<file path="src/sv/dpp_pkg.sv">
// shared types, constants and register codes for the depth pixel projection core
// no dependencies
package dpp_pkg;

	// default frame size limits
	localparam int MAX_WIDTH_DEF  = 1024;
	localparam int MAX_HEIGHT_DEF = 1024;

	// depth of the queue between front and back
	localparam int QUEUE_DEPTH = 4;

	// configuration port widths
	localparam int CFG_INDEX_W = 3;
	localparam int CFG_DATA_W  = 32;

	// fixed field widths
	localparam int SIZE_W   = 11;
	localparam int SCALE_W  = 16;
	localparam int DEPTH_W  = 32;
	localparam int RAW_W    = 16;
	localparam int COLOUR_W = 8;
	localparam int COORD_W  = 43;
	localparam int RANGE_W  = 33;

	// fractional bits dropped after the lateral product
	localparam int LAT_SHIFT = 17;

	// register indexes
	typedef enum logic [CFG_INDEX_W-1:0] {
		REG_FRAME_WIDTH     = 3'd0,
		REG_FRAME_HEIGHT    = 3'd1,
		REG_DEPTH_SCALE     = 3'd2,
		REG_LATERAL_SCALE_X = 3'd3,
		REG_LATERAL_SCALE_Y = 3'd4,
		REG_NEAR_LIMIT      = 3'd5,
		REG_FAR_LIMIT       = 3'd6
	} cfg_reg_e;

	// configuration register contents
	typedef struct packed {
		logic [SIZE_W-1:0]  frame_width;
		logic [SIZE_W-1:0]  frame_height;
		logic [SCALE_W-1:0] depth_scale;
		logic [SCALE_W-1:0] lateral_scale_x;
		logic [SCALE_W-1:0] lateral_scale_y;
		logic [DEPTH_W-1:0] near_limit;
		logic [DEPTH_W-1:0] far_limit;
	} cfg_t;

endpackage

</file>
<file path="src/sv/dpp_front.sv">
// front part: accepts pixels, keeps the raster counters, scales the depth
// and works out the half-pixel offsets from the image centre; uses dpp_pkg
module dpp_front #(
	parameter int MAX_WIDTH  = 1024,
	parameter int MAX_HEIGHT = 1024,
	parameter int XW = $clog2(MAX_WIDTH) + 2,
	parameter int YW = $clog2(MAX_HEIGHT) + 2
) (
	input  logic                    clk,
	input  logic                    arst_n,
	input  dpp_pkg::cfg_t           cfg,
	input  logic                    in_valid,
	output logic                    in_ready,
	input  logic [15:0]             raw_depth,
	input  logic [7:0]              red_in,
	input  logic [7:0]              green_in,
	input  logic [7:0]              blue_in,
	output logic                    push_valid,
	input  logic                    push_ready,
	output logic [31:0]             item_z,
	output logic [XW-1:0]           item_dx_mag,
	output logic                    item_dx_neg,
	output logic [YW-1:0]           item_dy_mag,
	output logic                    item_dy_neg,
	output logic [7:0]              item_red,
	output logic [7:0]              item_green,
	output logic [7:0]              item_blue,
	output logic                    item_frame_end
);
	import dpp_pkg::*;

	localparam int CWX = (MAX_WIDTH > 1) ? $clog2(MAX_WIDTH) : 1;
	localparam int CWY = (MAX_HEIGHT > 1) ? $clog2(MAX_HEIGHT) : 1;
	localparam int SWX = $clog2(MAX_WIDTH + 1);
	localparam int SWY = $clog2(MAX_HEIGHT + 1);
	localparam int EWX = (SWX > SIZE_W) ? SWX : SIZE_W;
	localparam int EWY = (SWY > SIZE_W) ? SWY : SIZE_W;

	logic [CWX-1:0] col_q;
	logic [CWY-1:0] row_q;
	logic [EWX-1:0] fw_x, w_eff, cx, col_x, diff_x;
	logic [EWY-1:0] fh_x, h_eff, cy, row_x, diff_y;
	logic           last_col, last_row, accept;

	assign in_ready   = push_ready;
	assign push_valid = in_valid;
	assign accept     = in_valid && push_ready;

	// effective frame size: zero taken as one, clipped to the maximum
	always_comb begin
		fw_x = EWX'(cfg.frame_width);
		fh_x = EWY'(cfg.frame_height);
		if (fw_x == '0) begin
			w_eff = EWX'(1);
		end else if (fw_x > EWX'(MAX_WIDTH)) begin
			w_eff = EWX'(MAX_WIDTH);
		end else begin
			w_eff = fw_x;
		end
		if (fh_x == '0) begin
			h_eff = EWY'(1);
		end else if (fh_x > EWY'(MAX_HEIGHT)) begin
			h_eff = EWY'(MAX_HEIGHT);
		end else begin
			h_eff = fh_x;
		end
	end

	// end of row and end of frame
	assign col_x    = EWX'(col_q);
	assign row_x    = EWY'(row_q);
	assign last_col = ({1'b0, col_x} + (EWX+1)'(1)) >= {1'b0, w_eff};
	assign last_row = ({1'b0, row_x} + (EWY+1)'(1)) >= {1'b0, h_eff};

	// offset from centre in half pixels, d = 2*pos - 2*centre - 1, as sign and magnitude
	always_comb begin
		cx = w_eff >> 1;
		cy = h_eff >> 1;
		if (col_x > cx) begin
			diff_x      = col_x - cx;
			item_dx_neg = 1'b0;
			item_dx_mag = XW'({diff_x, 1'b0}) - XW'(1);
		end else begin
			diff_x      = cx - col_x;
			item_dx_neg = 1'b1;
			item_dx_mag = XW'({diff_x, 1'b0}) + XW'(1);
		end
		if (row_x > cy) begin
			diff_y      = row_x - cy;
			item_dy_neg = 1'b0;
			item_dy_mag = YW'({diff_y, 1'b0}) - YW'(1);
		end else begin
			diff_y      = cy - row_x;
			item_dy_neg = 1'b1;
			item_dy_mag = YW'({diff_y, 1'b0}) + YW'(1);
		end
	end

	// scaled depth and pass-through fields
	assign item_z         = 32'(raw_depth) * 32'(cfg.depth_scale);
	assign item_red       = red_in;
	assign item_green     = green_in;
	assign item_blue      = blue_in;
	assign item_frame_end = last_col && last_row;

	// raster counters
	always_ff @(posedge clk or negedge arst_n) begin
		if (!arst_n) begin
			col_q <= '0;
			row_q <= '0;
		end else if (accept) begin
			if (last_col) begin
				col_q <= '0;
				if (last_row) begin
					row_q <= '0;
				end else begin
					row_q <= row_q + CWY'(1);
				end
			end else begin
				col_q <= col_q + CWX'(1);
			end
		end
	end

endmodule

</file>
<file path="config.mk">
export PLATFORM = sky130hd
export DESIGN_NAME = dpp_front
export DESIGN_NICKNAME = d
export VERILOG_FILES = /design/src/sv/dpp_pkg.sv /design/src/sv/dpp_front.sv
export SDC_FILE = /design/constraint.sdc
export NUM_CORES = 1
export LEC_CHECK = 0
export BUFFER_PORTS_ARGS = -buffer_cell sky130_fd_sc_hd__buf_2
export CAP_MARGIN = 10
export CORE_UTILIZATION = 50
export DETAILED_ROUTE_END_ITERATION = 10
export PLACE_DENSITY_LB_ADDON = 0.1
export SKIP_CTS_REPAIR_TIMING = 1
export SLEW_MARGIN = 10
export SYNTH_ARGS = -nofsm -noshare
export SYNTH_HDL_FRONTEND = slang
export SYNTH_SLANG_ARGS = --single-unit
</file>
<file path="constraint.sdc">
create_clock -name clk -period 6.3 [get_ports clk]
set_input_delay 0.315 -clock clk [delete_from_list [all_inputs] [get_ports clk]]
set_output_delay 0.315 -clock clk [all_outputs]
set_load 0.01 [all_outputs]
</file>
==> impl_metrics.env <==
export IMPL_grt_pass1_vias=10900
export IMPL_slowest_stage="fa_2"
export IMPL_place_detailed_hpwl_um=26900
export IMPL_synth_area_leader_cell="fa_1"
export IMPL_reg2regPathDepth=10
export IMPL_fin_ws_ns=0.230
export IMPL_core_um2=25900
export IMPL_avgViaCountPerCell=5.28
export IMPL_post_drt_wl_per_cell_um=14.9
export IMPL_worstSetupPathType="in2out"
export IMPL_timing_final_crit_period_ns=6.07
export IMPL_critPathTopFamily="adder cells"
export IMPL_grt_start_max_net_pins=21
export IMPL_setup_skew_after_layout_ns=0.00436
export IMPL_syn_area_um2=13200
export IMPL_synth_flop_cell="dfrtp_1"
export IMPL_cp_depth=23
export IMPL_fraction_of_final_layout_cells_with_drive_strength_greater_than_1=0.171
export IMPL_crit_path_frequent_cell="buf_4"
export IMPL_synth_edff_count=0
export IMPL_floorplan_die_area_um2=27000
export IMPL_gp_congestion=0.864
export IMPL_clockBufferDepth=2
export IMPL_wirelength_um=30900
export IMPL_fmaxAchievable_mhz=165
export IMPL_hold_fails_final_rpt=0
export IMPL_syn_mean_instance_area_um2=8.17
export IMPL_gr_usage_all_layers=0.240
export IMPL_synthesized_instance_count=1611
export IMPL_worst_endpoint_arrival_ns=5.76
export IMPL_maxcap_viol_count=0
export IMPL_start_kind="input pin"
export IMPL_rows=59
export IMPL_portion_of_the_post_synthesis_area_used_by_sequential_elements=0.0380
export IMPL_cts_root_buf="clkbuf_16"
export IMPL_grt_ovfl_total=0
export IMPL_worst_path_max_stage_delay_ns=0.64
export IMPL_num_vias=11000
export IMPL_outcome="completed"
export IMPL_yosys_register_bits=20
export IMPL_cts_tree="built"
export IMPL_yosys_top_cells_area="fa_1, ha_1, inv_1"
export IMPL_end_kind="output port"
export IMPL_worst_endpoint_required_ns=5.98
export IMPL_headroom_to_the_max_slew_limit=0.390
export IMPL_clock_latency_ns=0.25
export IMPL_drt_first_pass_iters=5
export IMPL_nets_finish=2289
export IMPL_insertedDiodeCount=0
export IMPL_crit_path_cell_trace="buf_4, buf_4, buf_4, and2_1, fa_1, fa_1, fa_2, fa_2, fa_1, inv_1, fa_1, inv_2, ha_4, buf_4, and2_1, a22oi_2, o31ai_4, o211ai_1, buf_4, nand2b_1, a21oi_2, xnor2_1, buf_2"
export IMPL_yosys_synthesis_warning_count=0
export IMPL_port_buffers=116
export IMPL_leading_post_synthesis_cells_by_instance_count="inv_1, fa_1, nand2_1"
export IMPL_distinct_cells_synth=76
export IMPL_cts_buffers_inserted=3
export IMPL_asr_flop_ratio_synth=1.00
export IMPL_floorplan_initialDensity=0.508
export IMPL_path_buf_inv=8
export IMPL_post_synth_top_area_fraction=0.301
export IMPL_clock_sinks=20
export IMPL_place_worst_setup_slack_ns=-0.370
export IMPL_drt_antenna_violating_nets=0
export IMPL_maxSlewViolCount=0
export IMPL_worst_hold_path_type="in2async"
export IMPL_worst_slew_pin_slew_ns=0.914
export IMPL_drtIter0Drc=474
export IMPL_path_clk_slew_ns=0.05
export IMPL_grt_antenna_before_repair=0
export IMPL_die_width_um=164
export IMPL_post_synth_top_count_cell="inv_1"
export IMPL_io_pins=263
export IMPL_period_share=0.964
export IMPL_fin_setup_tns_ns=0
export IMPL_finalSetupViolCount=0
export IMPL_crit_path_max_fanout=5
export IMPL_height_of_the_chip_um=164
export IMPL_syn_to_final_growth_pct=13.3
export IMPL_grt_pass1_wl_um=53000
export IMPL_h_tree_depth=1
export IMPL_count_of_unresolved_drc_violations_after_routing=0
## layout make-up
class                      count  area (um2)
multi-input combinational   1217       11400
fill                        2433       11000
timing repair buffer         215        1410
inverter                     286        1070
sequential                    20         500
tap                          335         419
clock buffer                   3        75.1
## cell usage in the layout, fill, tap and decap left out, drive strengths merged, types with 9 or more instances in the layout
cell type / synthesis / layout
nand2: 195 / 195
a21oi: 61 / 61
mux2i: 10 / 10
a31oi: 10 / 10
nor2b: 11 / 11
nor2: 59 / 59
nand3: 27 / 27
fa: 198 / 198
or3: 9 / 9
inv: 284 / 284
nor3: 27 / 27
buf: 43 / 212
nand2b: 13 / 13
xor2: 25 / 25
o21ai: 45 / 45
a21o: 23 / 23
o211ai: 13 / 13
and2: 132 / 132
dfrtp: 20 / 20
a22o: 13 / 13
xnor2: 49 / 49
a211oi: 11 / 11
o21bai: 9 / 9
ha: 170 / 170
## final timing paths
check                             end          from  slack, ns
max in group asynchronous    col_q[8]        arst_n       5.98
max reg2reg                  row_q[0]      row_q[1]       2.63
min in group clk             col_q[0]    push_ready       0.46
max                        item_z[24]  raw_depth[4]       0.23
min                          row_q[0]        arst_n      0.003
min reg2reg                  row_q[9]      row_q[9]       0.55
## flip-flops by register name, summed over array words and instances, names as in the netlist
name / flops
row_q: 10
col_q: 10
## cell families after synthesis
logic type                 Yosys count  synth area share
AOI/OAI and AO/OA                  243             0.127
xor gates and xnor gates            74            0.0493
adders and majority gates          368             0.463
buffers and inverters              375             0.117
DFF                                 20            0.0380
muxes                               12           0.00932
other                                1          0.000285
and+or+nand+nor                    518             0.196
## per-layer routing
layer / vias to the layer above / global-route usage / routed length, um / part of all wire
li1: 5388 / - / - / -
met1: 5296 / 0.353 / 14700 / 0.48
met2: 262 / 0.394 / 14500 / 0.47
met3: 20 / 0.0227 / 1460 / 0.047
met4: 0 / 0.0202 / 212 / 0.0069
met5: - / 0 / 0 / 0
## worst reg2reg max path, cell delays in order (launching register included)
cell and delay [ns]:
dfrtp_1 0.55, ha_1 0.30, nand3_1 0.18, nor4_1 0.46, xnor2_1 0.13, ha_1 0.31, nand4_1 0.08, or3_1 0.39
a32oi_1 0.59, nor3b_2 0.24, mux2_2 0.32
## metrics by stage
step / hold slack, ns / utilization / cell area [um2] / instances
final: 0.00344 / 0.575 / 14900 / 2076
after global routing: 0.0472 / 0.575 / 14900 / 2076
after CTS: 0.0182 / 0.559 / 14500 / 2073
after detailed placement: 0.289 / 0.556 / 14400 / 2070
after global placement: 0.292 / 0.556 / 14400 / 2070
after floorplan: 0.0194 / - / 13200 / 1612
Power is not shown: default switching activity piles up to over one toggle a cycle in this logic, so the estimate is an artifact.
