==> src/sv/dpp_queue.sv <==
// small register queue between the front and back parts
// no dependencies
module dpp_queue #(
	parameter int WIDTH = 8,
	parameter int DEPTH = 4
) (
	input  logic             clk,
	input  logic             arst_n,
	input  logic             push_valid,
	output logic             push_ready,
	input  logic [WIDTH-1:0] push_data,
	output logic             pop_valid,
	input  logic             pop_ready,
	output logic [WIDTH-1:0] pop_data
);

	localparam int PW = (DEPTH > 1) ? $clog2(DEPTH) : 1;
	localparam int NW = $clog2(DEPTH + 1);

	logic [WIDTH-1:0] slot_q [DEPTH];
	logic [PW-1:0]    wr_ptr_q, rd_ptr_q;
	logic [NW-1:0]    count_q;
	logic             do_push, do_pop;

	assign push_ready = count_q != NW'(DEPTH);
	assign pop_valid  = count_q != '0;
	assign pop_data   = slot_q[rd_ptr_q];
	assign do_push    = push_valid && push_ready;
	assign do_pop     = pop_valid && pop_ready;

	// storage
	always_ff @(posedge clk) begin
		if (do_push) begin
			slot_q[wr_ptr_q] <= push_data;
		end
	end

	// pointers and fill level
	always_ff @(posedge clk or negedge arst_n) begin
		if (!arst_n) begin
			wr_ptr_q <= '0;
			rd_ptr_q <= '0;
			count_q  <= '0;
		end else begin
			if (do_push) begin
				wr_ptr_q <= (wr_ptr_q == PW'(DEPTH - 1)) ? '0 : wr_ptr_q + PW'(1);
			end
			if (do_pop) begin
				rd_ptr_q <= (rd_ptr_q == PW'(DEPTH - 1)) ? '0 : rd_ptr_q + PW'(1);
			end
			if (do_push && !do_pop) begin
				count_q <= count_q + NW'(1);
			end else if (do_pop && !do_push) begin
				count_q <= count_q - NW'(1);
			end
		end
	end

endmodule

==> config.mk <==
export PLATFORM = sky130hd
export DESIGN_NAME = dpp_queue
export DESIGN_NICKNAME = d
export VERILOG_FILES = /design/src/sv/dpp_queue.sv
export SDC_FILE = /design/constraint.sdc
export NUM_CORES = 1
export LEC_CHECK = 0
export ABC_AREA = 1
export BUFFER_PORTS_ARGS = -buffer_cell sky130_fd_sc_hd__buf_2
export CORE_UTILIZATION = 56
export DETAILED_ROUTE_END_ITERATION = 10
export GPL_ROUTABILITY_DRIVEN = 1
export HOLD_SLACK_MARGIN = 0.02
export PLACE_DENSITY = 0.8
export SETUP_SLACK_MARGIN = 0.1
export SYNTH_ARGS = -nofsm -noshare
export SYNTH_HDL_FRONTEND = slang
export SYNTH_SLANG_ARGS = --single-unit
==> constraint.sdc <==
create_clock -name clk -period 2.1 [get_ports clk]
set_clock_uncertainty 0.05 [all_clocks]
set_input_delay 0.315 -clock clk [delete_from_list [all_inputs] [get_ports clk]]
set_output_delay 0.315 -clock clk [all_outputs]
set_load 0.02 [all_outputs]
==> impl_metrics.py, run 1 <==
metrics = {
    "outcome": {
        "status": "complete, but fails checks",
        "violations": "DRC",
    },
    "layout": {
        "nets": 202,
        "diodes": 0,
        "area_growth_pct": 15.0,
        "drive_gt1_share_pct": 22.8,
        "fin_util_pct": 70.7,
        "stdcell_count": 215,
    },
    "floorplanning": {
        "initial_utilization_pct": 61.5,
        "coreArea_sq_um": 2850,
        "die_w_um": 58.0,
        "rows": 19,
        "chipHeight_um": 58.0,
        "die_area_sq_um": 3360,
        "ios": 22,
    },
    "placed_design": {
        "gp_congestion": 0.714,
        "hpwl_um": 2020,
        "placed_cells_incl_taps": 206,
        "io_buffers": 21,
    },
    "synth": {
        "synth.most_common_cell": "nand2_1",
        "synth_flop_cell": "edfxtp_1",
        "synth-edff-count": 32,
        "synthCells": 152,
        "yosysWarnings": 0,
        "synthArstFlopShare_pct": 17.9,
        "yosys-top-cells-count": "37 x nand2_1, 32 x edfxtp_1, 29 x inv_1",
        "syn-num-nets": 171,
        "synth_top_cell_by_area": "edfxtp_1",
        "yosysSeqAreaShare_pct": 64.8,
        "syn_area_per_cell_sq_um": 11.5,
        "synth_top_cell_area_share_pct": 54.8,
        "syn_area_sq_um": 1750,
        "synth.area.top_cells": "edfxtp_1 55%, dfrtp_1 10%, nand2_1 7.9%",
        "synth-seq-cells": 39,
        "yosysUniqueCellTypes": 16,
    },
    "routing": {
        "vias_per_cell": 5.28,
        "drtIter0Drc": 41,
        "drt_first_pass_iters": 7,
        "vias": 1135,
        "ant_nets": 0,
        "route.detailed.drc": 2,
        "post_drt_wl_per_cell_um": 14.0,
        "drt_wl_total_um": 3000,
    },
    "clocking": {
        "cts_max_path_buffers": 2,
        "clk_latency_ns": 0.34,
        "cts_post_setup_buffers_inserted": 0,
        "cts_tree": "done",
        "cts_max_level": 2,
        "cts_root_buf": "clkbuf_4",
        "clk_pin_slew_ns": 0.11,
        "cts_inserted_buffers": 5,
        "cts.sinks": 39,
    },
    "setup_path": {
        "path_cells": "inv_2 > nand3_2 > nand2_2 > ha_1 > inv_1 > fa_1 > nand2_1 > nand3_1 > nand2_1 > nand2_1",
        "cp.required_ns": 2.29,
        "worstPathArrival_ns": 2.07,
        "path_buf_inv": 2,
        "r2r_start": "count_q[0]",
        "critical_path_peak_fanout": 4,
        "rrSetupSlack_ns": 0.22,
        "r2r-end": "count_q[2]",
        "r2r_cells": 10,
        "max_stage_delay_ns": 0.46,
        "startpoint_type": "register",
        "cpLargestDelayFamily": "adder cells",
        "crit_type": "register to register",
        "cp_slowest_cell": "dfrtp_2",
        "cp_common_cell": "nand2_1",
        "end_kind": "register",
    },
    "timing": {
        "min_period_ns": 1.88,
        "slew_violations": 0,
        "period_share_pct": 89.3,
        "setup_viol": 0,
        "tightest_slew_ns": 0.300,
        "clock.fmax_mhz": 533,
        "slew_headroom_pct": 79.9,
        "rsz0062_at_grt": "no",
        "hold_viol_final": 0,
        "timing.setup.tns_ns": 0,
    },
    "power": {
        "vdd_drop_max_mv": 0.891,
        "switching_power_mw": 1.11,
        "leakage_nw": 0.901,
        "p_per_area_nw_per_um2": 1460,
        "seqPwrFrac_pct": 38.4,
        "p_int_mw": 1.84,
        "comb_power_share_pct": 41.0,
        "clock_power_share_pct": 20.6,
        "p_sw_share_pct": 37.7,
    },
    "worst_hold_path": {
        "min-delay-start": "push_data[6]",
        "whs_endpoint": "slot_q[0][6]",
        "holdPathStages": 1,
        "hp-class": "primary input to register",
    },
    "grt": {
        "grt_pass1_vias": 1042,
        "grt_max_degree": 20,
        "track_usage_pct": 19.7,
        "grt_overflow_total": 0,
        "antenna_found_initial": 0,
        "grt_pass1_wl_um": 4580,
    },
    "flow_run": {
        "cap_violations": 0,
    },
}
## placed cells by master, fill, tap and decap left out
cell           count
clkbuf_4           5
buf_2             21
nand2_1           37
dfrtp_2            1
buf_4              7
fa_1               1
clkbuf_1           1
nor2_1             6
bufinv_16          2
ha_1               6
o211ai_1          16
dlygate4sd3_1      1
dfrtp_1            6
edfxtp_1          32
nand2_2            1
nand3_1            5
nand3_2            2
xnor2_1            1
inv_2              2
inv_1             28
o21ai_0            1
nand2_4            1
nand4_1            1
## cell families (layout without fill, tap and decap cells)
family | after synthesis | count (layout) | synth area share (%)
AOI/OAI and AO/OA | 17 | 17 | 7.13
adders and majority gates | 7 | 7 | 5.42
and+or+nand+nor | 53 | 53 | 12.6
xor gates and xnor gates | 1 | 1 | 0.499
buffers and inverters | 35 | 67 | 9.63
DFF | 39 | 39 | 64.8
## registers in the layout, indices dropped and copies added (netlist names)
name / count
wr_ptr_q: 2
slot_q: 32
rd_ptr_q: 2
count_q: 3
## power groups by stage
stage	combinational (mW)	clock (mW)	sequential, mW
after floorplan	0.892	0	1.13
final	1.21	0.606	1.13
after detailed placement	1.18	0	1.14
after CTS	1.20	0.618	1.13
after global placement	1.13	0	1.13
after global routing	1.35	0.653	1.15
## final cells by class
type	count	area, sq um
clock inverters	2	60.1
fillers	199	836
clock buffers	6	41.3
well taps	31	38.8
repair buffers	29	168
inverters	30	113
multi-input cells	78	459
flip-flops and latches	39	1140
## worst max path at each step
stage	from	endpoint	slack [ns]	depth (start not counted)
floorplan	count_q[1]	count_q[2]	0.22	10
global placement	count_q[1]	count_q[1]	0.33	9
detailed placement	count_q[1]	count_q[2]	0.24	10
CTS	count_q[0]	count_q[2]	0.21	10
global route	count_q[1]	count_q[1]	0.1	9
finish	count_q[0]	count_q[2]	0.22	10
## routing by layer
metal | GRT usage (%) | share of wire (%) | up-vias
li1 | - | - | 568
met1 | 20.2 | 41 | 528
met2 | 34.2 | 51 | 28
met3 | 7.81 | 5.2 | 11
met4 | 10.9 | 2.6 | 0
met5 | 0 | 0 | -
## per-stage QoR
stage / power (mW) / setup slack, ns / hold slack, ns / cell area, sq um
final: 2.95 / 0.224 / 0.123 / 2020
after global placement: 2.26 / 0.328 / 0.104 / 1890
after floorplan: 2.02 / 0.223 / -0.0306 / 1750
after global routing: 3.15 / 0.0999 / 0.0998 / 2020
after detailed placement: 2.33 / 0.241 / 0.107 / 1890
after CTS: 2.95 / 0.213 / 0.111 / 2010
## repair_timing
item                                   in CTS  in global routing
setup endpoints to repair                   0                  2
endpoints found under the hold margin       7                  0
gates resized for setup                     0                  4
hold buffers                                1                  0
No activity file was read; power rests on OpenSTA's default activity.
==> run 2, diff against run 1 <==
--- a/config.mk
+++ b/config.mk
@@ -5,9 +5,9 @@
 export SDC_FILE = /design/constraint.sdc
 export NUM_CORES = 1
 export LEC_CHECK = 0
-export ABC_AREA = 1
+export ABC_AREA = 0
 export BUFFER_PORTS_ARGS = -buffer_cell sky130_fd_sc_hd__buf_2
-export CORE_UTILIZATION = 56
+export CORE_UTILIZATION = 55
 export DETAILED_ROUTE_END_ITERATION = 10
 export GPL_ROUTABILITY_DRIVEN = 1
 export HOLD_SLACK_MARGIN = 0.02
==> impl_metrics.py, run 2 <==
metrics = {
    "outcome": {
        "status": "complete, no violations",
    },
    "timing": {
        "clock.fmax_mhz": 493,
        "fin_ws_ns": 0.0722,
        "slew_headroom_pct": 71.8,
        "hold_viol_final": 0,
        "min_period_ns": 2.03,
        "slew_violations": 0,
        "period_share_pct": 96.6,
        "tightest_slew_ns": 0.423,
        "rsz0062_at_grt": "yes",
        "setup_viol": 0,
        "timing.setup.tns_ns": 0,
    },
    "synth": {
        "synth_flop_cell": "edfxtp_1",
        "synth_top_cell_area_share_pct": 60.3,
        "synth.area.top_cells": "edfxtp_1 60%, mux4_2 11%, dfrtp_1 11%",
        "syn_area_sq_um": 1590,
        "synth.most_common_cell": "edfxtp_1",
        "synth-edff-count": 32,
        "yosys-top-cells-count": "32 x edfxtp_1, 8 x mux4_2, 7 x dfrtp_1",
        "syn-num-nets": 97,
        "yosysWarnings": 0,
        "syn_area_per_cell_sq_um": 20.4,
        "synthArstFlopShare_pct": 17.9,
        "synth_top_cell_by_area": "edfxtp_1",
        "yosysUniqueCellTypes": 18,
        "yosysSeqAreaShare_pct": 71.3,
        "synthCells": 78,
        "synth-seq-cells": 39,
    },
    "power": {
        "p_per_area_nw_per_um2": 1490,
        "p_int_mw": 1.98,
        "seqPwrFrac_pct": 40.6,
        "comb_power_share_pct": 38.2,
        "vdd_drop_max_mv": 1.12,
        "leakage_nw": 0.753,
        "clock_power_share_pct": 21.2,
        "p_sw_share_pct": 31.0,
        "switching_power_mw": 0.891,
    },
    "clocking": {
        "cts_max_path_buffers": 2,
        "cts.sinks": 39,
        "cts_tree": "done",
        "clk_pin_slew_ns": 0.12,
        "cts_inserted_buffers": 5,
        "cts_root_buf": "clkbuf_4",
        "clk_latency_ns": 0.34,
        "cts_max_level": 2,
    },
    "grt": {
        "grt_pass1_wl_um": 4150,
        "grt_pass1_vias": 899,
        "track_usage_pct": 19.0,
        "grt_busiest_layer": "met2",
        "grtUsageMet2_pct": 30.6,
        "antenna_found_initial": 0,
        "use_met3_pct": 8.14,
        "met1_usage_pct": 22.7,
        "grt_overflow_total": 0,
        "grt_max_degree": 13,
    },
    "routing": {
        "ant_nets": 0,
        "post_drt_wl_per_cell_um": 17.0,
        "vias_per_cell": 5.34,
        "drt_first_pass_iters": 3,
        "drt_wl_total_um": 2480,
        "drtIter0Drc": 17,
        "vias": 780,
        "route.detailed.drc": 0,
    },
    "layout": {
        "nets": 133,
        "num-fill-cells": 179,
        "largest_reg_flops": 32,
        "layout_commonest_cell": "edfxtp_1",
        "stdcell_count": 146,
        "largestRegisters": "slot_q (32), count_q (3)",
        "area_growth_pct": 21.4,
        "layout_common_cells": "32 x edfxtp_1, 21 x buf_2, 8 x mux4_2, 8 x buf_4",
        "drive_gt1_share_pct": 53.9,
        "regMostFlops": "slot_q",
        "diodes": 0,
    },
    "floorplanning": {
        "chipHeight_um": 55.8,
        "initial_utilization_pct": 57.8,
        "die_w_um": 55.8,
        "ios": 22,
        "die_area_sq_um": 3120,
        "rows": 19,
        "coreArea_sq_um": 2760,
    },
    "placed_design": {
        "pre_cts_ws_ns": 0.0339,
        "hpwl_um": 1620,
        "placed_cells_incl_taps": 129,
        "gp_congestion": 0.859,
        "io_buffers": 21,
    },
    "setup_path": {
        "end_kind": "register",
        "cp.required_ns": 2.28,
        "r2r_start": "count_q[1]",
        "crit_type": "register to register",
        "worstSetupStartpoint": "count_q[1]",
        "rrSetupSlack_ns": 0.07,
        "critical_path_peak_fanout": 4,
        "r2r-end": "count_q[1]",
        "r2r_cells": 6,
        "worstPathArrival_ns": 2.21,
        "startpoint_type": "register",
    },
    "worst_hold_path": {
        "min-delay-start": "push_data[4]",
        "holdPathStages": 1,
        "whs_endpoint": "slot_q[1][4]",
        "hp-class": "primary input to register",
    },
    "flow_run": {
        "cap_violations": 0,
    },
}
run 2: cell count changes in the layout (fill, tap and decap cells not counted), moves of 2 or more:
cell / previous run / this run
and3_2: 0 / 4
inv_1: 28 / 2
mux2_2: 0 / 3
mux2_4: 0 / 2
mux4_2: 0 / 8
nand2_1: 37 / 0
nand3_1: 5 / 0
nand3_2: 2 / 0
nor2_1: 6 / 3
o211ai_1: 16 / 0
xor2_1: 0 / 2
run 2: power groups by stage:
stage               sequential, mW  combinational (mW)  clock [mW]
finish                        1.17                1.10       0.609
floorplan                     1.13               0.770           0
global placement              1.22               0.911           0
global route                  1.19                1.19       0.645
detailed placement            1.24               0.958           0
CTS                           1.17                1.11       0.623
run 2: cells by family (layout without fill, tap and decap cells):
family | after synthesis | count (layout) | share of synthesized area, %
mux | 13 | 13 | 15.3
fa+ha+maj | 7 | 7 | 5.97
buf+inv | 5 | 42 | 1.26
flops | 39 | 39 | 71.3
xor+xnor | 3 | 3 | 1.65
simple gates | 11 | 11 | 4.55
run 2: timing repair:
item                                    in CTS  in global routing
pin swaps                                    5                  3
buffers inserted                             8                  0
resized for setup                            2                  2
endpoints found under the hold margin        7                  0
endpoints found under the setup margin      10                  5
hold buffers                                 1                  0
run 2: cell type report:
cell class	count	area (sq um)	share of cell area, %
flip-flops and latches	39	1140	58.8
multi-input cells	34	464	24.0
repair buffers	31	183	9.44
clock inverters	2	60.1	3.10
clock buffers	6	41.3	2.13
well taps	31	38.8	2.00
inverters	3	11.3	0.582
run 2: through the flow:
stage	hold WS [ns]	total power [mW]	cell area (sq um)	utilization, %
floorplan	-0.0306	1.90	1610	-
global placement	0.100	2.14	1760	63.7
detailed placement	0.110	2.19	1760	63.7
CTS	0.114	2.90	1930	70.0
global route	0.118	3.03	1940	70.2
finish	0.131	2.88	1940	70.2
run 2: critical path, cell delays in order (launching register included):
cell and delay, ns:
dfrtp_1 0.42, or3b_4 0.41, and2_4 0.16, ha_4 0.15
inv_2 0.05, fa_2 0.42, mux2_2 0.27
run 2: per-layer routing:
| metal | part of all wire (%) | routed length (um) |
|---|---|---|
| met4 | 1.8 | 45 |
| met1 | 42 | 1040 |
| met3 | 4.0 | 99 |
| met5 | 0 | 0 |
| met2 | 52 | 1290 |
run 2: how the worst max path moves through the flow:
stage,to,slack (ns),cells after the start
after floorplan,count_q[1],0.06,6
after detailed placement,count_q[1],0.03,6
after global placement,count_q[1],0.09,6
after global routing,count_q[1],0.03,6
final,count_q[1],0.07,6
after CTS,count_q[1],0.08,6
==> run 3, diff against run 2 <==
==> constraint.sdc (replaced) <==
create_clock -name clk -period 2.1 [get_ports clk]
set_clock_uncertainty 0.05 [all_clocks]
set_input_delay 0.105 -clock clk [delete_from_list [all_inputs] [get_ports clk]]
set_output_delay 0.105 -clock clk [all_outputs]
set_load 0.02 [all_outputs]
==> impl_metrics.py, run 3 (synthesis results as in run 2) <==
metrics = {
    "routing": {
        "drtIter0Drc": 31,
        "vias": 807,
        "vias_per_cell": 5.34,
        "ant_nets": 0,
        "drt_wl_total_um": 2540,
        "route.detailed.drc": 0,
        "drt_first_pass_iters": 4,
        "post_drt_wl_per_cell_um": 16.8,
    },
    "layout": {
        "drive_gt1_share_pct": 49.2,
        "area_growth_pct": 25.0,
        "fin_area_sq_um": 1990,
        "largest_reg_flops": 32,
        "num-fill-cells": 173,
        "fin_util_pct": 72.3,
        "nets": 138,
        "layout_common_cells": "32 x edfxtp_1, 21 x buf_2, 9 x dlygate4sd3_1, 8 x mux4_2",
        "diodes": 0,
        "stdcell_count": 151,
        "regMostFlops": "slot_q",
        "layout_commonest_cell": "edfxtp_1",
        "largestRegisters": "slot_q (32), count_q (3)",
    },
    "timing": {
        "min_period_ns": 2.03,
        "slew_headroom_pct": 71.4,
        "fin_ws_ns": 0.0702,
        "tightest_slew_ns": 0.429,
        "setup_viol": 0,
        "hold_ws_ns": 0.0731,
        "clock.fmax_mhz": 493,
        "rsz0062_at_grt": "yes",
        "timing.setup.tns_ns": 0,
        "slew_violations": 0,
        "hold_viol_final": 0,
        "period_share_pct": 96.7,
    },
    "setup_path": {
        "crit_type": "register to register",
        "rrSetupSlack_ns": 0.07,
        "r2r_start": "count_q[0]",
        "r2r_cells": 6,
        "end_kind": "register",
        "cp.required_ns": 2.28,
        "startpoint_type": "register",
        "critical_path_peak_fanout": 3,
        "r2r-end": "count_q[1]",
        "worstPathArrival_ns": 2.21,
    },
    "floorplanning": {
        "rows": 19,
        "die_w_um": 55.8,
        "die_area_sq_um": 3120,
        "coreArea_sq_um": 2760,
        "initial_utilization_pct": 57.8,
        "chipHeight_um": 55.8,
        "ios": 22,
    },
    "flow_run": {
        "cap_violations": 0,
    },
    "clocking": {
        "clk_latency_ns": 0.34,
        "cts_max_path_buffers": 2,
        "cts_root_buf": "clkbuf_4",
        "cts_max_level": 2,
        "cts_inserted_buffers": 5,
        "clk_pin_slew_ns": 0.12,
        "cts.sinks": 39,
        "cts_tree": "done",
    },
    "power": {
        "vdd_drop_max_mv": 1.14,
        "power_mw": 2.85,
        "p_per_area_nw_per_um2": 1430,
        "leakage_nw": 0.772,
    },
    "outcome": {
        "status": "complete, no violations",
    },
    "placed_design": {
        "gp_congestion": 0.859,
        "pre_cts_ws_ns": 0.0339,
        "io_buffers": 21,
        "placed_cell_area_sq_um": 1760,
        "hpwl_um": 1620,
        "placed_cells_incl_taps": 129,
    },
    "grt": {
        "antenna_found_initial": 0,
        "grt_max_degree": 13,
        "track_usage_pct": 19.3,
        "grt_overflow_total": 0,
        "grt_pass1_wl_um": 4240,
        "grt_pass1_vias": 915,
    },
    "worst_hold_path": {
        "hp-class": "primary input to async pin",
    },
}
-- run 3: changes by cell type in the layout (fill, tap and decap cells not counted) --
cell	before	now
clkbuf_4	6	5
buf_4	8	6
dlygate4sd3_1	1	9
-- run 3: how the worst max path moves through the flow --
stage               start          to  slack, ns  cells after the start
2_1_floorplan  count_q[1]  count_q[1]       0.06                      6
6_report       count_q[0]  count_q[1]       0.07                      6
5_1_grt        count_q[1]  count_q[1]       0.02                      6
3_3_place_gp   count_q[1]  count_q[1]       0.09                      6
4_1_cts        count_q[0]  count_q[1]       0.08                      6
3_5_place_dp   count_q[1]  count_q[1]       0.03                      6
-- run 3: worst max-delay path: stages (launching register included) --
cell and delay (ns):
dfrtp_1 0.44, or3b_4 0.39, and2_4 0.16, ha_4 0.15
inv_2 0.05, fa_2 0.42, mux2_2 0.27
-- run 3: layout make-up --
cell class | count | area, sq um | area share [%]
clock buffer | 6 | 41.3 | 2.07
multi-input combinational | 34 | 464 | 23.3
clock inverter | 2 | 60.1 | 3.01
tap | 31 | 38.8 | 1.95
timing repair buffer | 36 | 240 | 12.1
sequential | 39 | 1140 | 57.1
inverter | 3 | 11.3 | 0.565
-- run 3: report_power, final --
part / total (mW) / internal [mW] / switching (mW)
logic: 1.03 / 0.541 / 0.487
clock network: 0.608 / 0.372 / 0.237
registers: 1.22 / 1.05 / 0.170
-- run 3: timing repair --
action / 4_1_cts / 5_1_grt
setup endpoints to repair: 10 / 2
pin swaps: 5 / 3
hold endpoints to repair: 39 / 0
buffers inserted: 5 / 0
hold buffers: 9 / 0
gates resized for setup: 2 / 1
-- run 3: layer usage --
layer  up-vias  GRT usage, %  part of all wire (%)
met5         -             0                     0
met4         0          7.32                  0.83
met3         2          7.21                   4.6
met1       402          24.4                    43
li1        385             -                     -
met2        18          30.6                    51
